==> src/hw/rtl/sorted_key_table_core_assert.svh <==
// Assertion macros for the sorted key table core.
// Define NO_ASSERTIONS to compile the checks away; no other dependencies.
`ifndef SORTED_KEY_TABLE_CORE_ASSERT_SVH
`define SORTED_KEY_TABLE_CORE_ASSERT_SVH
`ifndef NO_ASSERTIONS
// Same-cycle implication, held off during reset
`define SKT_ASSERT_IMP(label, clk, rst, ante, cons) \
  label: assert property (@(posedge clk) disable iff (rst) (ante) |-> (cons)) \
    else $error("sorted_key_table_core: check failed");
// Next-cycle implication, held off during reset
`define SKT_ASSERT_NXT(label, clk, rst, ante, cons) \
  label: assert property (@(posedge clk) disable iff (rst) (ante) |=> (cons)) \
    else $error("sorted_key_table_core: check failed");
`else
`define SKT_ASSERT_IMP(label, clk, rst, ante, cons)
`define SKT_ASSERT_NXT(label, clk, rst, ante, cons)
`endif
`endif

==> src/hw/rtl/skt_pkg.sv <==
// Shared constants, codes and types of the sorted key table core.
// No dependencies; used by skt_cell, skt_reduce and sorted_key_table_core.
`default_nettype none
package skt_pkg;

  // Table size and stored payload width
  localparam int CAPACITY     = 64;
  localparam int PAYLOAD_BITS = 16;

  // Port widths fixed by the word format
  localparam int KEY_W       = 64;
  localparam int PAY_IN_W    = 16;
  localparam int ACTION_W    = 2;
  localparam int STATUS_W    = 2;
  localparam int POS_OUT_W   = 6;
  localparam int COUNT_OUT_W = 7;

  // Internal widths
  localparam int IDX_W = (CAPACITY > 1) ? $clog2(CAPACITY) : 1;
  localparam int CNT_W = $clog2(CAPACITY + 1);

  // Reduction grouping: cells per first-stage group
  localparam int GRP  = 8;
  localparam int NGRP = (CAPACITY + GRP - 1) / GRP;

  // Action codes
  localparam logic [ACTION_W-1:0] ACT_INSERT = 2'd0;
  localparam logic [ACTION_W-1:0] ACT_REMOVE = 2'd1;
  localparam logic [ACTION_W-1:0] ACT_SEARCH = 2'd2;

  // Status codes
  localparam logic [STATUS_W-1:0] ST_OK       = 2'd0;
  localparam logic [STATUS_W-1:0] ST_FULL     = 2'd1;
  localparam logic [STATUS_W-1:0] ST_NOTFOUND = 2'd2;

  typedef logic [KEY_W-1:0]        key_t;
  typedef logic [PAYLOAD_BITS-1:0] pay_t;

  // Control broadcast to every cell
  typedef struct packed {
    logic cmp;  // latch compare flags against the held key
    logic ins;  // apply insert shift
    logic rem;  // apply remove shift
  } skt_ctrl_t;

endpackage
`default_nettype wire

==> src/hw/rtl/skt_cell.sv <==
// One slot of the sorted table: key and payload, compare flags, shift logic.
// Depends on skt_pkg.
`default_nettype none
module skt_cell import skt_pkg::*; (
  input  logic      clk,
  input  logic      rst,
  input  skt_ctrl_t ctrl,
  input  logic      occ,
  input  key_t      key_new,
  input  pay_t      pay_new,
  input  logic      prev_lt,
  input  key_t      prev_key,
  input  pay_t      prev_pay,
  input  key_t      next_key,
  input  pay_t      next_pay,
  output key_t      key_q,
  output pay_t      pay_q,
  output logic      lt,
  output logic      eq,
  output logic      bnd
);

  // first slot whose key is not below the searched key
  assign bnd = !lt && prev_lt;

  // compare flags, masked to occupied slots
  always_ff @(posedge clk) begin
    if (rst) begin
      lt <= 1'b0;
      eq <= 1'b0;
    end else if (ctrl.cmp) begin
      lt <= occ && (key_q < key_new);
      eq <= occ && (key_q == key_new);
    end
  end

  // storage: shift right on insert, left on remove, from the boundary on
  always_ff @(posedge clk) begin
    if (ctrl.ins && !lt) begin
      if (prev_lt) begin
        key_q <= key_new;
        pay_q <= pay_new;
      end else begin
        key_q <= prev_key;
        pay_q <= prev_pay;
      end
    end else if (ctrl.rem && !lt) begin
      key_q <= next_key;
      pay_q <= next_pay;
    end
  end

endmodule
`default_nettype wire

==> config.mk <==
export PLATFORM = sky130hd
export DESIGN_NAME = skt_cell
export DESIGN_NICKNAME = d
export VERILOG_FILES = /design/src/hw/rtl/sorted_key_table_core_assert.svh /design/src/hw/rtl/skt_pkg.sv /design/src/hw/rtl/skt_cell.sv
export SDC_FILE = /design/constraint.sdc
export NUM_CORES = 1
export LEC_CHECK = 0
export CORE_ASPECT_RATIO = 0.7
export CORE_UTILIZATION = 40
export DETAILED_ROUTE_END_ITERATION = 16
export DONT_BUFFER_PORTS = 1
export GPL_ROUTABILITY_DRIVEN = 1
export SLEW_MARGIN = 20
export SYNTH_ARGS = -nofsm -noshare
export SYNTH_HDL_FRONTEND = slang
export SYNTH_SLANG_ARGS = --single-unit
==> constraint.sdc <==
create_clock -name clk -period 12.7 [get_ports clk]
set_input_delay 1.27 -clock clk [delete_from_list [all_inputs] [get_ports clk]]
set_output_delay 1.27 -clock clk [all_outputs]
set_load 0.02 [all_outputs]
==> Implementation_results.wiki <==
{| class="wikitable"
! Metric !! Value
|-
| Num CTS Buffers || 9
|-
| Resized cells post-CTS || 0
|-
| Hold Path Sink || eq$_SDFFE_PP0P_
|-
| First-pass GRT wire length || 22.0 mm
|-
| Count of buffers from port buffering || 0
|-
| Clock Pin Slew Worst Setup and Hold Paths || 60 ps
|-
| Highest Clock Rate || around 330 MHz
|-
| Fraction of synthesis flops using an asynchronous set or reset pin || 0%
|-
| Ant diodes || 0
|-
| Sw Ratio || between 30% and 40%
|-
| Cts hold-fix bufs || 0
|-
| Unrepaired setup endpoints after global routing || false
|-
| Multiplexer share of the synthesized area || between 10 and 15%
|-
| R2R setup slack || roughly 10,000 ps
|-
| Outcome || finished, final reports clean
|-
| Total core area || roughly 0.014 mm²
|-
| Number of enable-type register cells in the synthesized netlist || 80
|-
| Buffer depth of the longest clock path || 2
|-
| Fraction of synthesized cell area in xor and xnor cells || 0%
|-
| Max Cap Violations || 0
|-
| Total Die Area || 0.0149 mm²
|-
| Worst R2R Path Depth || 7
|-
| P&R area growth vs syn || 6.96%
|-
| Number of antenna violations at the first check in global routing || 0
|-
| X dimension of the die || 145 µm
|-
| Placement-stage cell area || 0.00590 mm²
|-
| Num Clock Sinks || a little over 80
|-
| Critical Path RT || 12,980 ps
|-
| Starting DRT DRC Count || 180
|-
| Power Internal || approximately 530 µW
|-
| Pwr dens || 126 mW/mm²
|-
| Initial Utilization || 41.2%
|-
| Number of pins exceeding their max-slew limit in the final report || 0
|-
| Maximum number of pins on one net before global-route repair || 86
|-
| Clk_skew || 8.83 ps
|-
| Share of synthesized cell area in and, or, nand and nor gates || between 10 and 15%
|-
| Area leader, netlist || edfxtp_1
|-
| DP Wirelength || 12.4 mm
|-
| Clock power frac || 29.9%
|-
| Clock period minus worst slack || 3030 ps
|-
| Total negative setup slack || 0 ps
|-
| Number of standard-cell rows in the floorplan || 36
|-
| Pre-CTS setup slack || ~9400 ps
|-
| Worst flop-to-flop path endpoint || lt$_SDFFE_PP0P_
|-
| Clock latency on the worst-skew pair || 340 ps
|-
| Final #Nets || roughly 890
|-
| Post-layout total power || 778 µW
|-
| Maximum fanout encountered on the critical timing path || 3
|-
| Pin slew with the least headroom to its limit || roughly 750 ps
|-
| Synth cell types || 35
|-
| Library cell used as clock root buffer || clkbuf_16
|-
| Ys Warns || 0
|-
| Share of the synthesized area in the top cell type || between 40% and 50%
|-
| Routed wire length || 15.4 mm
|-
| Kind of path behind the tightest hold check || reg -> reg
|-
| Worst Min Path Start || eq$_SDFFE_PP0P_
|-
| Area fraction in compound gates after synthesis || 12.3%
|-
| Synth Cell Area || 0.00575 mm²
|-
| Overall Global Routing Usage || approximately 20%
|-
| Fin area || 0.00615 mm²
|-
| Cell count after synthesis || 590
|-
| Critical path capture point type || flip-flop
|-
| Most common cell in the synthesized netlist || nand2_1
|-
| Average routed wire per standard cell || 20.0 µm
|-
| I/O pin total || 330
|-
| Largest family of logic cells by synthesized area || adder cells
|-
| Number of vias in the routed layout || 4,238
|-
| Seq cells post-synth || 82
|-
| Max-Slew Margin vs Limit || 48.4%
|-
| Setup violation total in the final timing report || 0
|-
| Critical Setup Path Class || in -> reg
|-
| Cell depth of the worst hold path || 2
|-
| Adder and majority gate portion of the synthesized area || 13.9%
|-
| Synthesized netlist net count || 901
|-
| Vertical die dimension || 102 µm
|-
| Worst Setup Slack, final || between 9000 and 10,000 ps
|-
| Share of final-layout standard cells stronger than drive strength 1 || approximately 3.8%
|-
| Length of the first detailed-routing pass in iterations || 4
|-
| TritonCTS clock tree || done
|-
| Sequential-to-total area share from yosys stat || between 40% and 50%
|-
| Final RePlAce weighted congestion || 0.906
|-
| Number of remaining DRC errors || 0
|-
| P_sw || between 200 and 250 µW
|-
| Final worst-path cycle share || 23.9%
|-
| Arr. time, crit path || 3310 ps
|-
| Vias per inst || 5.50
|-
| Gate power share || 17.0%
|-
| Proportion of power drawn by flip-flops and latches || 53.1%
|-
| Non-filler cells, final || 770
|-
| DP Cell Count || 755
|-
| Prevailing post-synth register cell || edfxtp_1
|-
| Peak ir drop on the vdd network || 53.1 µV
|-
| # Post-CTS Setup Buffers || 0
|-
| Aggregate global routing overflow || 0
|-
| Synthesized area per cell || 9.75 µm²
|-
| Kind of start point of the critical path || input port
|-
| Final Hold Violating Endpoints || 0
|-
| H-tree levels || 3
|-
| Residual antenna-violating net count after detailed routing || 0
|-
| Via count of the first global-routing pass || 3,996
|-
| Commonest cells post-synth || 102 x nand2_1, 86 x o21ai_0, 80 x edfxtp_1, 80 x mux2i_1, 65 x inv_1
|-
| Crit Reg-Reg Startpoint || key_q[62]$_DFFE_PP_
|-
| Static power due to leakage || 2.79 nW
|-
| Most area-consuming cells after synthesis || edfxtp_1 42%, ha_1 14%, mux2i_1 14%
|}
## sequential cells by signal, summed over array words and instances, names as in the netlist
signal	count
eq	1
key_q	64
lt	1
pay_q	16
## area by class of cell
cell class	instances	area [µm²]
Clock buffer	12	236
Clock inverter	3	17.5
Fill cell	1345	7810
Inverter	65	244
Multi-Input combinational cell	416	2960
Sequential cell	82	2440
Tap cell	190	238
Timing Repair Buffer	2	15.0
## cells by family after synthesis
logic type | count (synthesis)
compound gates | 130
fa+ha+maj | 64
buf+inv | 92
flops | 82
mux | 80
simple gates | 142
## through the flow
| stage | hold WS, ps | utilization [%] |
|---|---|---|
| 2_1_floorplan | 536 | - |
| 3_3_place_gp | 570 | 42.2 |
| 3_5_place_dp | 569 | 42.2 |
| 4_1_cts | 577 | 44.1 |
| 5_1_grt | 598 | 44.1 |
| 6_report | 574 | 44.1 |
## placed cells by master, fill, tap and decap left out, drive strengths merged
| cell type | instances |
|---|---|
| a2111oi | 1 |
| a211oi | 3 |
| a21o | 3 |
| a21oi | 28 |
| a221o | 2 |
| a22oi | 1 |
| a31o | 1 |
| and3 | 1 |
| and4 | 1 |
| buf | 2 |
| clkbuf | 12 |
| clkinv | 2 |
| clkinvlp | 1 |
| dfxtp | 2 |
| edfxtp | 80 |
| ha | 64 |
| inv | 65 |
| mux2i | 80 |
| nand2 | 102 |
| nand2b | 2 |
| nand3 | 8 |
| nand4 | 11 |
| nor2 | 9 |
| nor2b | 1 |
| nor3 | 4 |
| nor3b | 1 |
| nor4 | 2 |
| o2111ai | 1 |
| o211ai | 1 |
| o21ai | 87 |
| o311ai | 1 |
| o31ai | 1 |
## power groups by stage
stage / registers (mW) / clock network [mW] / logic, mW
floorplan: 0.408 / 0 / 0.111
global placement: 0.418 / 0 / 0.128
detailed placement: 0.419 / 0 / 0.134
CTS: 0.413 / 0.238 / 0.134
global route: 0.416 / 0.249 / 0.154
finish: 0.413 / 0.233 / 0.133
## worst max-delay path, stage by stage
cell and delay [ps]:
inv_1 20, ha_1 320, a21oi_1 150, nand2_1 80, a2111oi_0 710, o211ai_1 250
a21oi_1 320, a31o_1 190
## worst max path at each step
stage | end | startpoint | cells after the start | slack [ps]
6_report | lt$_SDFFE_PP0P_ | key_new[62] | 8 | 9670
5_1_grt | lt$_SDFFE_PP0P_ | key_new[62] | 8 | 9580
4_1_cts | lt$_SDFFE_PP0P_ | key_new[62] | 8 | 9750
3_5_place_dp | lt$_SDFFE_PP0P_ | key_new[62] | 8 | 9390
3_3_place_gp | lt$_SDFFE_PP0P_ | key_new[62] | 8 | 9400
2_1_floorplan | key_q[0]$_DFFE_PP_ | ctrl[1] | 2 | 7500
## per-layer routing
metal  share of wire (%)  up-vias  global-route usage (%)
li1                    -     2074                       -
met1                  43     1970                    24.4
met2                  48      184                    32.9
met3                 7.9       10                    6.70
met4                 1.0        0                    5.02
met5                   0        -                       0
(Power assumes the default switching activity.)
