--- config.mk ---
export PLATFORM = sky130hd
export DESIGN_NAME = skt_reduce
export DESIGN_NICKNAME = d
export VERILOG_FILES = /design/src/hw/rtl/sorted_key_table_core_assert.svh /design/src/hw/rtl/skt_pkg.sv /design/src/hw/rtl/skt_reduce.sv
export SDC_FILE = /design/constraint.sdc
export NUM_CORES = 1
export LEC_CHECK = 0
export BUFFER_PORTS_ARGS = -buffer_cell sky130_fd_sc_hd__buf_2
export CAP_MARGIN = 25
export CORE_AREA = 2 2 460 462
export CTS_CLUSTER_SIZE = 14
export DETAILED_ROUTE_END_ITERATION = 10
export DIE_AREA = 0 0 462 464
export GPL_ROUTABILITY_DRIVEN = 0
export PLACE_DENSITY = 0.32
export SETUP_SLACK_MARGIN = 0.1
export SYNTH_ARGS = -nofsm -noshare
export SYNTH_HDL_FRONTEND = slang
export SYNTH_SLANG_ARGS = --single-unit
--- constraint.sdc ---
create_clock -name clk -period 2.3 [get_ports clk]
set_input_delay 0.23 -clock clk [delete_from_list [all_inputs] [get_ports clk]]
set_output_delay 0.23 -clock clk [all_outputs]
set_load 0.05 [all_outputs]
--- src/hw/rtl/sorted_key_table_core_assert.svh ---
// Assertion macros for the sorted key table core.
// Define NO_ASSERTIONS to compile the checks away; no other dependencies.
`ifndef SORTED_KEY_TABLE_CORE_ASSERT_SVH
`define SORTED_KEY_TABLE_CORE_ASSERT_SVH
`ifndef NO_ASSERTIONS
// Same-cycle implication, held off during reset
`define SKT_ASSERT_IMP(label, clk, rst, ante, cons) \
  label: assert property (@(posedge clk) disable iff (rst) (ante) |-> (cons)) \
    else $error("sorted_key_table_core: check failed");
// Next-cycle implication, held off during reset
`define SKT_ASSERT_NXT(label, clk, rst, ante, cons) \
  label: assert property (@(posedge clk) disable iff (rst) (ante) |=> (cons)) \
    else $error("sorted_key_table_core: check failed");
`else
`define SKT_ASSERT_IMP(label, clk, rst, ante, cons)
`define SKT_ASSERT_NXT(label, clk, rst, ante, cons)
`endif
`endif

--- src/hw/rtl/skt_pkg.sv ---
// Shared constants, codes and types of the sorted key table core.
// No dependencies; used by skt_cell, skt_reduce and sorted_key_table_core.
`default_nettype none
package skt_pkg;

  // Table size and stored payload width
  localparam int CAPACITY     = 64;
  localparam int PAYLOAD_BITS = 16;

  // Port widths fixed by the word format
  localparam int KEY_W       = 64;
  localparam int PAY_IN_W    = 16;
  localparam int ACTION_W    = 2;
  localparam int STATUS_W    = 2;
  localparam int POS_OUT_W   = 6;
  localparam int COUNT_OUT_W = 7;

  // Internal widths
  localparam int IDX_W = (CAPACITY > 1) ? $clog2(CAPACITY) : 1;
  localparam int CNT_W = $clog2(CAPACITY + 1);

  // Reduction grouping: cells per first-stage group
  localparam int GRP  = 8;
  localparam int NGRP = (CAPACITY + GRP - 1) / GRP;

  // Action codes
  localparam logic [ACTION_W-1:0] ACT_INSERT = 2'd0;
  localparam logic [ACTION_W-1:0] ACT_REMOVE = 2'd1;
  localparam logic [ACTION_W-1:0] ACT_SEARCH = 2'd2;

  // Status codes
  localparam logic [STATUS_W-1:0] ST_OK       = 2'd0;
  localparam logic [STATUS_W-1:0] ST_FULL     = 2'd1;
  localparam logic [STATUS_W-1:0] ST_NOTFOUND = 2'd2;

  typedef logic [KEY_W-1:0]        key_t;
  typedef logic [PAYLOAD_BITS-1:0] pay_t;

  // Control broadcast to every cell
  typedef struct packed {
    logic cmp;  // latch compare flags against the held key
    logic ins;  // apply insert shift
    logic rem;  // apply remove shift
  } skt_ctrl_t;

endpackage
`default_nettype wire

--- src/hw/rtl/skt_reduce.sv ---
// Two-level reduction of the cell flags: boundary position, match, payload.
// First level is registered per group of cells; depends on skt_pkg.
`default_nettype none
module skt_reduce import skt_pkg::*; (
  input  logic                clk,
  input  logic                rst,
  input  logic                load,
  input  logic [CAPACITY-1:0] bnd,
  input  logic [CAPACITY-1:0] eq,
  input  pay_t                pay [CAPACITY],
  output logic                hit,
  output logic [IDX_W-1:0]    pos,
  output pay_t                hit_pay
);

  logic [IDX_W-1:0] g_pos_c [NGRP];
  logic             g_hit_c [NGRP];
  pay_t             g_pay_c [NGRP];
  logic [IDX_W-1:0] g_pos   [NGRP];
  logic             g_hit   [NGRP];
  pay_t             g_pay   [NGRP];

  // per-group OR of the one-hot boundary
  always_comb begin
    for (int g = 0; g < NGRP; g++) begin
      g_pos_c[g] = '0;
      g_hit_c[g] = 1'b0;
      g_pay_c[g] = '0;
      for (int j = 0; j < GRP; j++) begin
        if (g * GRP + j < CAPACITY) begin
          if (bnd[g * GRP + j]) begin
            g_pos_c[g] = g_pos_c[g] | IDX_W'(g * GRP + j);
          end
          if (bnd[g * GRP + j] && eq[g * GRP + j]) begin
            g_hit_c[g] = 1'b1;
            g_pay_c[g] = g_pay_c[g] | pay[g * GRP + j];
          end
        end
      end
    end
  end

  // group results register
  always_ff @(posedge clk) begin
    if (rst) begin
      for (int g = 0; g < NGRP; g++) begin
        g_hit[g] <= 1'b0;
      end
    end else if (load) begin
      for (int g = 0; g < NGRP; g++) begin
        g_hit[g] <= g_hit_c[g];
      end
    end
  end

  always_ff @(posedge clk) begin
    if (load) begin
      for (int g = 0; g < NGRP; g++) begin
        g_pos[g] <= g_pos_c[g];
        g_pay[g] <= g_pay_c[g];
      end
    end
  end

  // second level across groups
  always_comb begin
    hit     = 1'b0;
    pos     = '0;
    hit_pay = '0;
    for (int g = 0; g < NGRP; g++) begin
      hit     = hit | g_hit[g];
      pos     = pos | g_pos[g];
      hit_pay = hit_pay | g_pay[g];
    end
  end

endmodule
`default_nettype wire

==> out/summary.log, run 1 <==
INFO  setup_path     critPathCaptureType=flip-flop
INFO  detailed_routing detail-route-antenna-nets=0
INFO  detailed_routing finalWirelength=179mm
INFO  final_layout   synthToLayoutAreaGrowth=101%
INFO  power_and_ir_drop power-per-cell-area=431mW/mm2
INFO  timing         minimum_clock_period=2.20ns
INFO  clock_network  h_tree_levels=4
INFO  place          post-dp-hpwl=157mm
INFO  detailed_routing dr_vias=20400
INFO  setup_path     worstPathArrival=2.60ns
INFO  floorplanning  io_pins=1178
INFO  floorplanning  initial_core_util=6.37%
INFO  global_route   initial_antenna_violation_count=144
INFO  yosys          netlist.area_leader.share=37.6%
INFO  yosys          synth.yosys.warnings=0
INFO  timing         maxSlewHeadroom=29.0%
INFO  setup_path     crit_path_top_delay_cell=sky130_fd_sc_hd__and2_1
INFO  hold_path      holdPathStages=3
INFO  place          place.detailed.instances=5340
INFO  yosys          syn-mean-instance-area=9.70um2
INFO  timing         grt_setup_unrepaired=yes
INFO  setup_path     setup.worst_path.start_class=primary input
INFO  hold_path      hold_start=pay[809]
INFO  place          numPortBuffers=1177
INFO  final_layout   nets_final=3953
INFO  timing         timing.final.crit_share=95.8%
INFO  detailed_routing routed_via_density=3.60
INFO  timing         final-hold-violation-count=0
INFO  power_and_ir_drop total_power=0.0116W
INFO  detailed_routing remaining_drc_errors=0
INFO  setup_path     cp.buffers_inverters=3
INFO  timing         report.final.slew_viol_count=0
INFO  global_route   wire_length_of_the_first_global_routing_pass=219mm
INFO  floorplanning  fp.coreArea=0.209mm2
INFO  setup_path     worst_path_dominant_cell_family=buffers and inverters
INFO  setup_path     worst-path-max-fanout=12
INFO  timing         timing.setup.tns=0ns
INFO  setup_path     worstSetupPathType=primary input to flip-flop
INFO  yosys          synth.lib_cells_used.distinct=20
INFO  final_layout   mostFrequentLayoutCell=sky130_fd_sc_hd__buf_2
INFO  hold_path      hold_path_end=g_pay[0][25]
INFO  hold_path      min-delay-path-class=primary input to flip-flop
INFO  final_layout   finish.cell_count_without_fillers=5679
INFO  global_route   grt_usage=15.9%
INFO  run_status     outcome=finished clean
INFO  yosys          post_synthesis_cell_count=1374
INFO  detailed_routing first_pass_iters=5
INFO  power_and_ir_drop power.ir.vdd_worst=0.569mV
INFO  yosys          yosysSeqAreaShare=37.6%
INFO  yosys          netlist.top_cell.by_area=sky130_fd_sc_hd__edfxtp_1
INFO  clock_network  clockBufferDepth=2
INFO  place          detailed_place.area=0.0231mm2
INFO  job            max_cap_violations=0
INFO  global_route   overflow_after_grt=0
INFO  floorplanning  num_rows=168
INFO  detailed_routing routed_len_inst=31.5um
INFO  clock_network  sink_count=167
INFO  final_layout   finalInstanceArea=0.0268mm2
INFO  power_and_ir_drop power.static_leakage=11.8nW
INFO  setup_path     worst_path_most_repeated_cell=sky130_fd_sc_hd__dlygate4sd3_1
INFO  detailed_routing number_of_drc_markers_in_iteration_0=1694
INFO  floorplanning  chipWidth=462um
INFO  clock_network  cts_tree=built
INFO  yosys          post_synth_instance_area=0.0133mm2
INFO  global_route   grt_start_max_net_pins=57
INFO  final_layout   most-common-layout-cells=1155 x sky130_fd_sc_hd__buf_2, 384 x sky130_fd_sc_hd__and3_1, 264 x sky130_fd_sc_hd__a22oi_1
INFO  final_layout   post_route_cells_drive_above_1_share=51.9%
INFO  yosys          ys_seq_elements=167
INFO  timing         report.final.setup_viol=0
INFO  clock_network  cts.clk_slew.worst_paths=0.09ns
INFO  setup_path     crit_required=2.70ns
INFO  setup_path     critical_path.cell_chain=dlygate4sd3_1 -> buf_2 -> and2_1 -> a22oi_1 -> nand3_1 -> dlygate4sd3_1
INFO  clock_network  tritoncts_buffers=17
INFO  floorplanning  dieHeight=464um
INFO  timing         worst-slew-pin-transition=1.06ns
INFO  yosys          synthTopCellsByArea=sky130_fd_sc_hd__edfxtp_1 38%, sky130_fd_sc_hd__and3_1 18%, sky130_fd_sc_hd__a22oi_1 15%, sky130_fd_sc_hd__a2111oi_2 8.2%, sky130_fd_sc_hd__nand3_1 4.8%
INFO  timing         fmaxAchievable=454MHz
INFO  floorplanning  dieArea=0.214mm2
INFO  global_route   first_global_vias=20900
INFO  yosys          synth_fp_nets=2529
INFO  setup_path     critical-path-max-stage-delay=0.72ns
INFO  clock_network  root_buffer=sky130_fd_sc_hd__clkbuf_16
per-stage QoR:
stage | util, % | worst slack (ns) | hold WS (ns)
finish | 12.8 | 0.0958 | 0.0684
global route | 12.8 | -0.0389 | 0.0311
CTS | 12.7 | -0.138 | 0.00186
detailed placement | 11.0 | 0.0336 | 0.547
global placement | 11.0 | 0.0134 | 0.550
floorplan | - | 0.946 | 0.342
worst max-delay path by stage:
| stage | start | end | slack (ns) | cells after the start |
|---|---|---|---|---|
| after floorplan | g_pos[0][21] | pos[3] | 0.95 | 1 |
| after CTS | g_pay[1][46] | hit_pay[14] | -0.14 | 4 |
| after global routing | g_pay[1][46] | hit_pay[14] | -0.04 | 4 |
| final | bnd[37] | g_pay[1][9] | 0.1 | 6 |
| after detailed placement | bnd[55] | g_pay[1][37] | 0.03 | 4 |
| after global placement | bnd[55] | g_pay[1][37] | 0.01 | 4 |
power by group:
group,switching (W),internal [W]
sequential,0.000471,0.00376
combinational,0.00217,0.00187
clock,0.00185,0.00145
total,0.00449,0.00708
repair_timing:
action | 4_1_cts | 5_1_grt
setup endpoints to repair | 22 | 15
pin swaps | 25 | 4
hold buffers | 240 | 0
setup buffers | 2 | 0
resized for setup | 116 | 15
endpoints found under the hold margin | 107 | 0
cell usage after synthesis:
| cell type | n |
|---|---|
| sky130_fd_sc_hd__and3_1 | 384 |
| sky130_fd_sc_hd__a31oi_1 | 8 |
| sky130_fd_sc_hd__nand2b_1 | 8 |
| sky130_fd_sc_hd__clkbuf_1 | 84 |
| sky130_fd_sc_hd__buf_6 | 13 |
| sky130_fd_sc_hd__a22oi_1 | 264 |
| sky130_fd_sc_hd__buf_2 | 33 |
| sky130_fd_sc_hd__clkbuf_2 | 3 |
| sky130_fd_sc_hd__edfxtp_1 | 167 |
| sky130_fd_sc_hd__and2_4 | 4 |
| sky130_fd_sc_hd__or2_2 | 1 |
| sky130_fd_sc_hd__nand2_1 | 20 |
| sky130_fd_sc_hd__a21oi_1 | 8 |
| sky130_fd_sc_hd__nand3_1 | 128 |
| sky130_fd_sc_hd__or4_1 | 27 |
| sky130_fd_sc_hd__and2_1 | 36 |
| sky130_fd_sc_hd__nor4_1 | 55 |
| sky130_fd_sc_hd__buf_8 | 3 |
| sky130_fd_sc_hd__a2111oi_2 | 73 |
| sky130_fd_sc_hd__a2111oi_0 | 55 |
state kept, by name (all words and copies together) (netlist names):
register,cells
g_pos,31
g_pay,128
g_hit,8
layer usage:
metal / GRT usage, % / routed length (um) / vias to the layer above
li1: - / - / 8735
met1: 18.7 / 71600 / 10000
met2: 28.0 / 87700 / 1378
met3: 3.74 / 12800 / 264
met4: 5.39 / 6230 / 62
met5: 0 / 406 / -
layout make-up:
type / instances / area (um2)
repair buffers: 1541 / 9550
fillers: 24300 / 182000
flip-flops and latches: 167 / 5010
well taps: 2805 / 3510
diodes: 63 / 158
multi-input cells: 1071 / 8030
clock inverters: 15 / 150
clock buffers: 17 / 425
cells by family (layout without fill, tap and decap cells):
kind of cell,count (synthesis),after routing,share of synthesized area [%]
flops,167,167,37.6
buf+inv,136,1573,5.15
simple gates,663,663,29.9
compound gates,408,408,27.4
other cells,0,63,0
No activity file was read; power rests on OpenSTA's default activity.
==> run 2: changes to the inputs <==
ABC_AREA = 1   (was default)
CORE_AREA = 2 2 457 459   (was 2 2 460 462)
DIE_AREA = 0 0 459 461   (was 0 0 462 464)
PLACE_DENSITY = 0.33   (was 0.32)
==> out/summary.log, run 2 <==
INFO  floorplanning  io_pins=1178 [unchanged]
INFO  yosys          synth-adder-area-share=0% [unchanged]
INFO  setup_path     worstPathArrival=1.96ns [-0.64 ns]
INFO  floorplanning  initial_core_util=7.18% [+0.81 points]
INFO  yosys          synth_async_sr_flop_share=0% [unchanged]
INFO  detailed_routing detail-route-antenna-nets=0 [unchanged]
INFO  timing         minimum_clock_period=2.19ns [-0.0148 ns]
INFO  detailed_routing route.layer.met1.wl=67.1mm [-6.3%]
INFO  power_and_ir_drop clock_power_share=29.6% [+1.0 points]
INFO  final_layout   synthToLayoutAreaGrowth=71.6%
INFO  power_and_ir_drop power.net_switching=0.00461W [+2.6%]
INFO  yosys          netlist.area_leader.share=37.8% [+0.22 points]
INFO  power_and_ir_drop power_switching_share=40.6% [+1.7 points]
INFO  power_and_ir_drop power.static_leakage=13.3nW [+12%]
INFO  timing         report.final.setup_viol=0 [unchanged]
INFO  setup_path     cp.buffers_inverters=2 [-1]
INFO  run_status     outcome=finished clean
INFO  floorplanning  fp.coreArea=0.206mm2 [-1.3%]
INFO  global_route   initial_antenna_violation_count=101 [-30%]
INFO  global_route   grt_start_max_net_pins=97 [+70%]
INFO  yosys          ys_seq_elements=167 [unchanged]
INFO  yosys          post_synth_instance_area=0.0148mm2 [+11%]
INFO  setup_path     critical_path.cell_chain=nor2_2 -> buf_6 -> nand4_1 -> buf_6
INFO  place          post-dp-hpwl=149mm [-5.0%]
INFO  timing         fmaxAchievable=457MHz [+0.68%]
INFO  global_route   overflow_after_grt=0 [unchanged]
INFO  timing         hold_ws=0.0622ns [-0.00621 ns]
INFO  clock_network  h_tree_levels=4 [unchanged]
INFO  floorplanning  dieHeight=461um [-0.65%]
INFO  power_and_ir_drop power.ir.vdd_worst=0.628mV [+10%]
INFO  setup_path     critical-path-max-stage-delay=0.55ns [-0.17 ns]
INFO  timing         maxSlewHeadroom=44.5% [+16 points]
INFO  setup_path     crit_path_top_delay_cell=sky130_fd_sc_hd__edfxtp_1
INFO  timing         final-hold-violation-count=0 [unchanged]
INFO  setup_path     worst_path_most_repeated_cell=sky130_fd_sc_hd__buf_6
INFO  timing         grt_setup_unrepaired=yes
INFO  global_route   first_global_vias=22400 [+6.9%]
INFO  detailed_routing first_pass_iters=6 [+1]
INFO  detailed_routing dr_wl_met3=13.8mm [+8.0%]
INFO  detailed_routing route.top_layer_used=met5
INFO  setup_path     setup.worst_path.start_class=flip-flop
INFO  detailed_routing remaining_drc_errors=0 [unchanged]
INFO  final_layout   fin_util=12.3% [-0.51 points]
INFO  yosys          synth_top_family_by_area=simple AND/OR/NAND/NOR gates
INFO  clock_network  cts_tree=built
INFO  timing         worst-slew-pin-transition=0.832ns [-0.233 ns]
INFO  floorplanning  num_rows=167 [-0.60%]
INFO  final_layout   top_register=g_pay
INFO  yosys          synth-compound-area-share=0.270% [-27 points]
INFO  final_layout   largest_register_ffs=128 [unchanged]
INFO  floorplanning  dieArea=0.212mm2 [-1.3%]
INFO  detailed_routing number_of_drc_markers_in_iteration_0=1547 [-8.7%]
INFO  timing         report.final.slew_viol_count=0 [unchanged]
INFO  yosys          netlist.top_cell.by_area=sky130_fd_sc_hd__nand2_1
INFO  power_and_ir_drop total_power=0.0114W [-1.8%]
INFO  job            max_cap_violations=0 [unchanged]
INFO  yosys          syn-mean-instance-area=5.77um2 [-41%]
INFO  clock_network  cts.clk_slew.worst_paths=0.09ns [about the same]
INFO  global_route   grt_usage=15.0% [-0.93 points]
INFO  final_layout   most-common-layout-cells=1494 x sky130_fd_sc_hd__nand2_1, 1169 x sky130_fd_sc_hd__buf_2, 361 x sky130_fd_sc_hd__nor2_1
INFO  yosys          synth.lib_cells_used.distinct=18 [-10%]
INFO  setup_path     worstSetupPathType=flip-flop to primary output
INFO  detailed_routing routed_via_density=3.46 [-4.0%]
INFO  yosys          synth_simple_gate_area_share=59.6% [+30 points]
INFO  power_and_ir_drop power_report.internal_total=0.00675W [-4.6%]
INFO  yosys          yosysSeqAreaShare=33.8% [-3.8 points]
INFO  final_layout   layout_top_registers=g_pay (128), g_pos (31), g_hit (8)
INFO  final_layout   post_route_cells_drive_above_1_share=37.0% [-15 points]
INFO  clock_network  clockBufferDepth=2 [unchanged]
INFO  detailed_routing finalWirelength=167mm [-6.8%]
INFO  setup_path     worst-path-max-fanout=1 [-11]
INFO  yosys          synth_ff_type=sky130_fd_sc_hd__edfxtp_1
INFO  yosys          synth_enable_flop_cells=167 [unchanged]
INFO  setup_path     crit_required=2.07ns [-0.63 ns]
INFO  yosys          synth_fp_nets=3724 [+47%]
INFO  timing         timing.final.crit_share=95.2% [-0.64 points]
INFO  final_layout   nets_final=4944 [+25%]
INFO  setup_path     critPathCaptureType=primary output
INFO  clock_network  root_buffer=sky130_fd_sc_hd__clkbuf_16
INFO  clock_network  tritoncts_buffers=17 [unchanged]
INFO  detailed_routing dr_vias=22600 [+11%]
INFO  yosys          ys_top_cells_by_count=1494 x sky130_fd_sc_hd__nand2_1, 378 x sky130_fd_sc_hd__nor2_1, 265 x sky130_fd_sc_hd__nand3_1
INFO  power_and_ir_drop power-per-cell-area=447mW/mm2 [+3.6%]
INFO  detailed_routing routed-wl-met2=80.8mm [-7.9%]
INFO  yosys          synthTopCellsByArea=sky130_fd_sc_hd__nand2_1 38%, sky130_fd_sc_hd__edfxtp_1 34%, sky130_fd_sc_hd__nor2_1 9.6%, sky130_fd_sc_hd__nand3_1 8.9%, sky130_fd_sc_hd__buf_2 2.6%
INFO  power_and_ir_drop power.sequential.fraction=35.2% [-1.4 points]
INFO  setup_path     worst_path_dominant_cell_family=flip-flops
INFO  power_and_ir_drop combinationalPowerShare=35.2% [+0.3 points]
INFO  clock_network  sink_count=167 [unchanged]
INFO  hold_path      min-delay-path-class=primary input to flip-flop
INFO  yosys          post_synthesis_cell_count=2569 [+87%]
INFO  place          numPortBuffers=1177 [unchanged]
INFO  floorplanning  chipWidth=459um [-0.65%]
INFO  global_route   wire_length_of_the_first_global_routing_pass=208mm [-5.1%]
INFO  yosys          synth_most_common_cell=sky130_fd_sc_hd__nand2_1
INFO  final_layout   mostFrequentLayoutCell=sky130_fd_sc_hd__nand2_1
INFO  yosys          synth.yosys.warnings=0 [unchanged]
INFO  yosys          synth.mux.area_fraction=0% [unchanged]
INFO  yosys          synth_xor_xnor_area_share=0% [unchanged]
INFO  detailed_routing routed_len_inst=25.5um [-19%]
-- run 2: changes by cell type after synthesis, moves of 44 or more --
cell / delta
sky130_fd_sc_hd__nand3_1: +137
sky130_fd_sc_hd__and3_1: -384
sky130_fd_sc_hd__inv_2: +44
sky130_fd_sc_hd__nand2_1: +1474
sky130_fd_sc_hd__nor4_1: -55
sky130_fd_sc_hd__nor2_1: +378
sky130_fd_sc_hd__a2111oi_2: -73
sky130_fd_sc_hd__a22oi_1: -264
sky130_fd_sc_hd__clkbuf_1: -84
sky130_fd_sc_hd__a2111oi_0: -55
-- run 2: metal layers --
metal / global-route usage [%] / vias to the layer above
met3: 4.54 / 225
li1: - / 10500
met1: 17.7 / 10400
met2: 26.1 / 1344
met4: 4.06 / 48
met5: 0 / -
-- run 2: area by class of cell --
| cell class | instances | area [um2] |
|---|---|---|
| fill | 24600 | 181000 |
| multi-input combinational | 2222 | 8940 |
| timing repair buffer | 1313 | 7170 |
| sequential | 167 | 5010 |
| tap | 2704 | 3380 |
| clock buffer | 17 | 425 |
| inverter | 68 | 270 |
| clock inverter | 15 | 160 |
| antenna | 33 | 82.6 |
-- run 2: power by group through the flow --
stage | clock network, W | registers (W) | logic [W]
global route | 0.00370 | 0.00405 | 0.00439
global placement | 0 | 0.00409 | 0.00407
finish | 0.00336 | 0.00400 | 0.00400
detailed placement | 0 | 0.00408 | 0.00403
floorplan | 0 | 0.00386 | 0.00133
CTS | 0.00367 | 0.00403 | 0.00414
-- run 2: through the flow --
stage | setup TNS (ns) | worst slack [ns] | area (um2) | instances
after floorplan | 0 | 1.15 | 14800 | 2569
after global placement | 0 | 0.362 | 24200 | 6429
after detailed placement | 0 | 0.392 | 24200 | 6429
after CTS | -0.164 | -0.164 | 25300 | 6506
after global routing | -0.0674 | -0.0674 | 25400 | 6525
final | 0 | 0.111 | 25400 | 6539
-- run 2: path summary, 6_finish.rpt --
kind / end / slack [ns] / startpoint / cells past startpoint
worst max-delay path: hit_pay[4] / 0.11 / g_pay[1][20] / 4
worst min-delay path: g_pos[0][19] / 0.06 / bnd[26] / 3
-- run 2: logic make-up (layout without fill, tap and decap cells) --
kind of cell / after synthesis / after routing
AND/OR/NAND/NOR: 2214 / 2214
buffers and inverters: 180 / 1413
flip-flops: 167 / 167
AO/OA/AOI/OAI: 8 / 8
other: 0 / 33
-- run 2: timing repair --
item	4_1_cts	5_1_grt
gates resized for setup	31	5
hold buffers	45	0
endpoints found under the hold margin	25	0
pin swaps	9	2
endpoints found under the setup margin	12	4
setup buffers	0	0
==> run 3: changes to the inputs <==
==> constraint.sdc (replaced) <==
create_clock -name clk -period 2.3 [get_ports clk]
set_input_delay 0 -clock clk [delete_from_list [all_inputs] [get_ports clk]]
set_output_delay 0 -clock clk [all_outputs]
set_load 0.05 [all_outputs]
==> out/summary.log, run 3 (same netlist as run 2, synthesis figures left out) <==
INFO  run_status     outcome=finished clean
INFO  final_layout   layout_top_registers=g_pay (128), g_pos (31), g_hit (8)
INFO  clock_network  post-cts-setup-buffer-count=0 [unchanged]
INFO  detailed_routing first_pass_iters=5 [-1]
INFO  final_layout   synthToLayoutAreaGrowth=114%
INFO  timing         maxSlewHeadroom=39.1% [-5.4 points]
INFO  final_layout   seqCellArea=0.00501mm2 [unchanged]
INFO  detailed_routing routed_len_inst=24.1um [-5.5%]
INFO  clock_network  clockBufferDepth=2 [unchanged]
INFO  clock_network  cts.clk_slew.worst_paths=0.09ns [about the same]
INFO  final_layout   post_route_cells_drive_above_1_share=31.7% [-5.4 points]
INFO  global_route   grt_start_max_net_pins=94 [-3.1%]
INFO  clock_network  sink_count=167 [unchanged]
INFO  detailed_routing finalWirelength=173mm [+3.6%]
INFO  final_layout   multi_input_area=0.00897mm2 [+0.36%]
INFO  place          numPortBuffers=1177 [unchanged]
INFO  setup_path     crit_required=2.59ns [+0.52 ns]
INFO  final_layout   largest_register_ffs=128 [unchanged]
INFO  timing         worst-slew-pin-transition=0.913ns [+0.0814 ns]
INFO  timing         fmaxAchievable=449MHz [-1.7%]
INFO  global_route   wire_length_of_the_first_global_routing_pass=220mm [+5.8%]
INFO  hold_path      min-delay-path-class=primary input to flip-flop
INFO  setup_path     worstPathArrival=2.52ns [+0.56 ns]
INFO  floorplanning  dieArea=0.212mm2 [unchanged]
INFO  timing         report.final.setup_viol=0 [unchanged]
INFO  global_route   grt_usage=15.6% [+0.58 points]
INFO  floorplanning  io_pins=1178 [unchanged]
INFO  final_layout   nets_final=5561 [+12%]
INFO  clock_network  tritoncts_buffers=17 [unchanged]
INFO  timing         minimum_clock_period=2.23ns [+0.0388 ns]
INFO  setup_path     setup.worst_path.start_class=primary input
INFO  timing         final-hold-violation-count=0 [unchanged]
INFO  global_route   first_global_vias=25700 [+15%]
INFO  job            max_cap_violations=0 [unchanged]
INFO  detailed_routing detail-route-antenna-nets=0 [unchanged]
INFO  floorplanning  chipWidth=459um [unchanged]
INFO  power_and_ir_drop power.static_leakage=16.1nW [+21%]
INFO  place          post-dp-hpwl=150mm [+1.1%]
INFO  final_layout   num-fill-cells=24400 [-0.94%]
INFO  floorplanning  initial_core_util=7.18% [unchanged]
INFO  timing         report.final.slew_viol_count=0 [unchanged]
INFO  global_route   overflow_after_grt=0 [unchanged]
INFO  global_route   initial_antenna_violation_count=77 [-24%]
INFO  floorplanning  num_rows=167 [unchanged]
INFO  final_layout   mostFrequentLayoutCell=sky130_fd_sc_hd__nand2_1
INFO  setup_path     worstSetupPathType=primary input to flip-flop
INFO  floorplanning  fp.coreArea=0.206mm2 [unchanged]
INFO  power_and_ir_drop power.ir.vdd_worst=0.670mV [+6.7%]
INFO  clock_network  root_buffer=sky130_fd_sc_hd__clkbuf_16
INFO  setup_path     critPathCaptureType=flip-flop
INFO  final_layout   most-common-layout-cells=1486 x sky130_fd_sc_hd__nand2_1, 1173 x sky130_fd_sc_hd__buf_2, 676 x sky130_fd_sc_hd__dlygate4sd3_1
INFO  clock_network  h_tree_levels=4 [unchanged]
INFO  power_and_ir_drop power-per-cell-area=404mW/mm2 [-9.6%]
INFO  detailed_routing number_of_drc_markers_in_iteration_0=1923 [+24%]
INFO  final_layout   top_register=g_pay
INFO  detailed_routing routed_via_density=3.56 [+3.2%]
INFO  timing         timing.final.crit_share=96.9% [+1.7 points]
INFO  timing         grt_setup_unrepaired=yes
INFO  detailed_routing remaining_drc_errors=0 [unchanged]
INFO  floorplanning  dieHeight=461um [unchanged]
INFO  setup_path     worst-path-max-fanout=1 [unchanged]
INFO  detailed_routing dr_vias=25500 [+13%]
INFO  clock_network  cts_tree=built
INFO  power_and_ir_drop total_power=0.0128W [+13%]
INFO  timing         timing.setup.tns=0ns [unchanged]
run 3: changes by cell type in the layout (fill, tap and decap cells not counted), moves of 6 or more:
| cell | change |
|---|---|
| sky130_fd_sc_hd__inv_2 | -7 |
| sky130_fd_sc_hd__nand2_2 | +6 |
| sky130_fd_sc_hd__nand2_1 | -8 |
| sky130_fd_sc_hd__dlygate4sd3_1 | +631 |
| sky130_fd_sc_hd__diode_2 | +9 |
| sky130_fd_sc_hd__buf_4 | -11 |
run 3: repair_timing:
action,4_1_cts,5_1_grt
gates cloned,0,0
setup endpoints to repair,9,55
hold buffers,687,28
gates resized for setup,26,30
hold endpoints to repair,163,11
pin swaps,5,10
run 3: final cells by class:
cell class / instances / area share, %
repair buffers: 1930 / 41.9
inverters: 68 / 0.939
clock buffers: 17 / 1.34
well taps: 2704 / 10.7
diodes: 42 / 0.331
clock inverters: 15 / 0.663
multi-input cells: 2222 / 28.3
flip-flops and latches: 167 / 15.8
run 3: layer usage:
metal / up-vias / routed length [um] / global-route usage, %
met4: 40 / 5100 / 4.71
met2: 1442 / 85000 / 27.6
met5: - / 264 / 0
li1: 11800 / - / -
met1: 12100 / 68900 / 18.4
met3: 211 / 13200 / 3.65
run 3: worst paths after layout:
| check | startpoint | end | slack (ns) | depth (start not counted) |
|---|---|---|---|---|
| hold / removal | pay[872] | g_pay[0][24] | 0.007 | 5 |
| setup / recovery | pay[272] | g_pay[1][16] | 0.07 | 9 |
run 3: through the flow:
| stage | util (%) | cells | area, um2 | hold slack [ns] | worst slack (ns) |
|---|---|---|---|---|---|
| global placement | 11.6 | 6413 | 24000 | 0.348 | 0.212 |
| global route | 15.3 | 7145 | 31700 | 0.00706 | 0.0406 |
| CTS | 15.3 | 7133 | 31600 | 0.000136 | 0.0903 |
| detailed placement | 11.6 | 6414 | 24000 | 0.340 | 0.264 |
| finish | 15.4 | 7165 | 31700 | 0.00748 | 0.0718 |
| floorplan | - | 2569 | 14800 | 0.112 | 1.38 |
run 3: worst max-delay path, stage by stage:
cell and delay [ns]:
sky130_fd_sc_hd__dlygate4sd3_1 0.53, sky130_fd_sc_hd__buf_2 0.11, sky130_fd_sc_hd__nand2_1 0.05, sky130_fd_sc_hd__nand2_1 0.05, sky130_fd_sc_hd__dlygate4sd3_1 0.55, sky130_fd_sc_hd__nor2_1 0.08, sky130_fd_sc_hd__dlygate4sd3_1 0.55, sky130_fd_sc_hd__nand2_1 0.06
sky130_fd_sc_hd__dlygate4sd3_1 0.55
run 3: power breakdown:
part	internal, W	switching, W
clock network	0.00185	0.00181
registers	0.00375	0.000256
logic	0.00239	0.00274
total	0.00799	0.00481
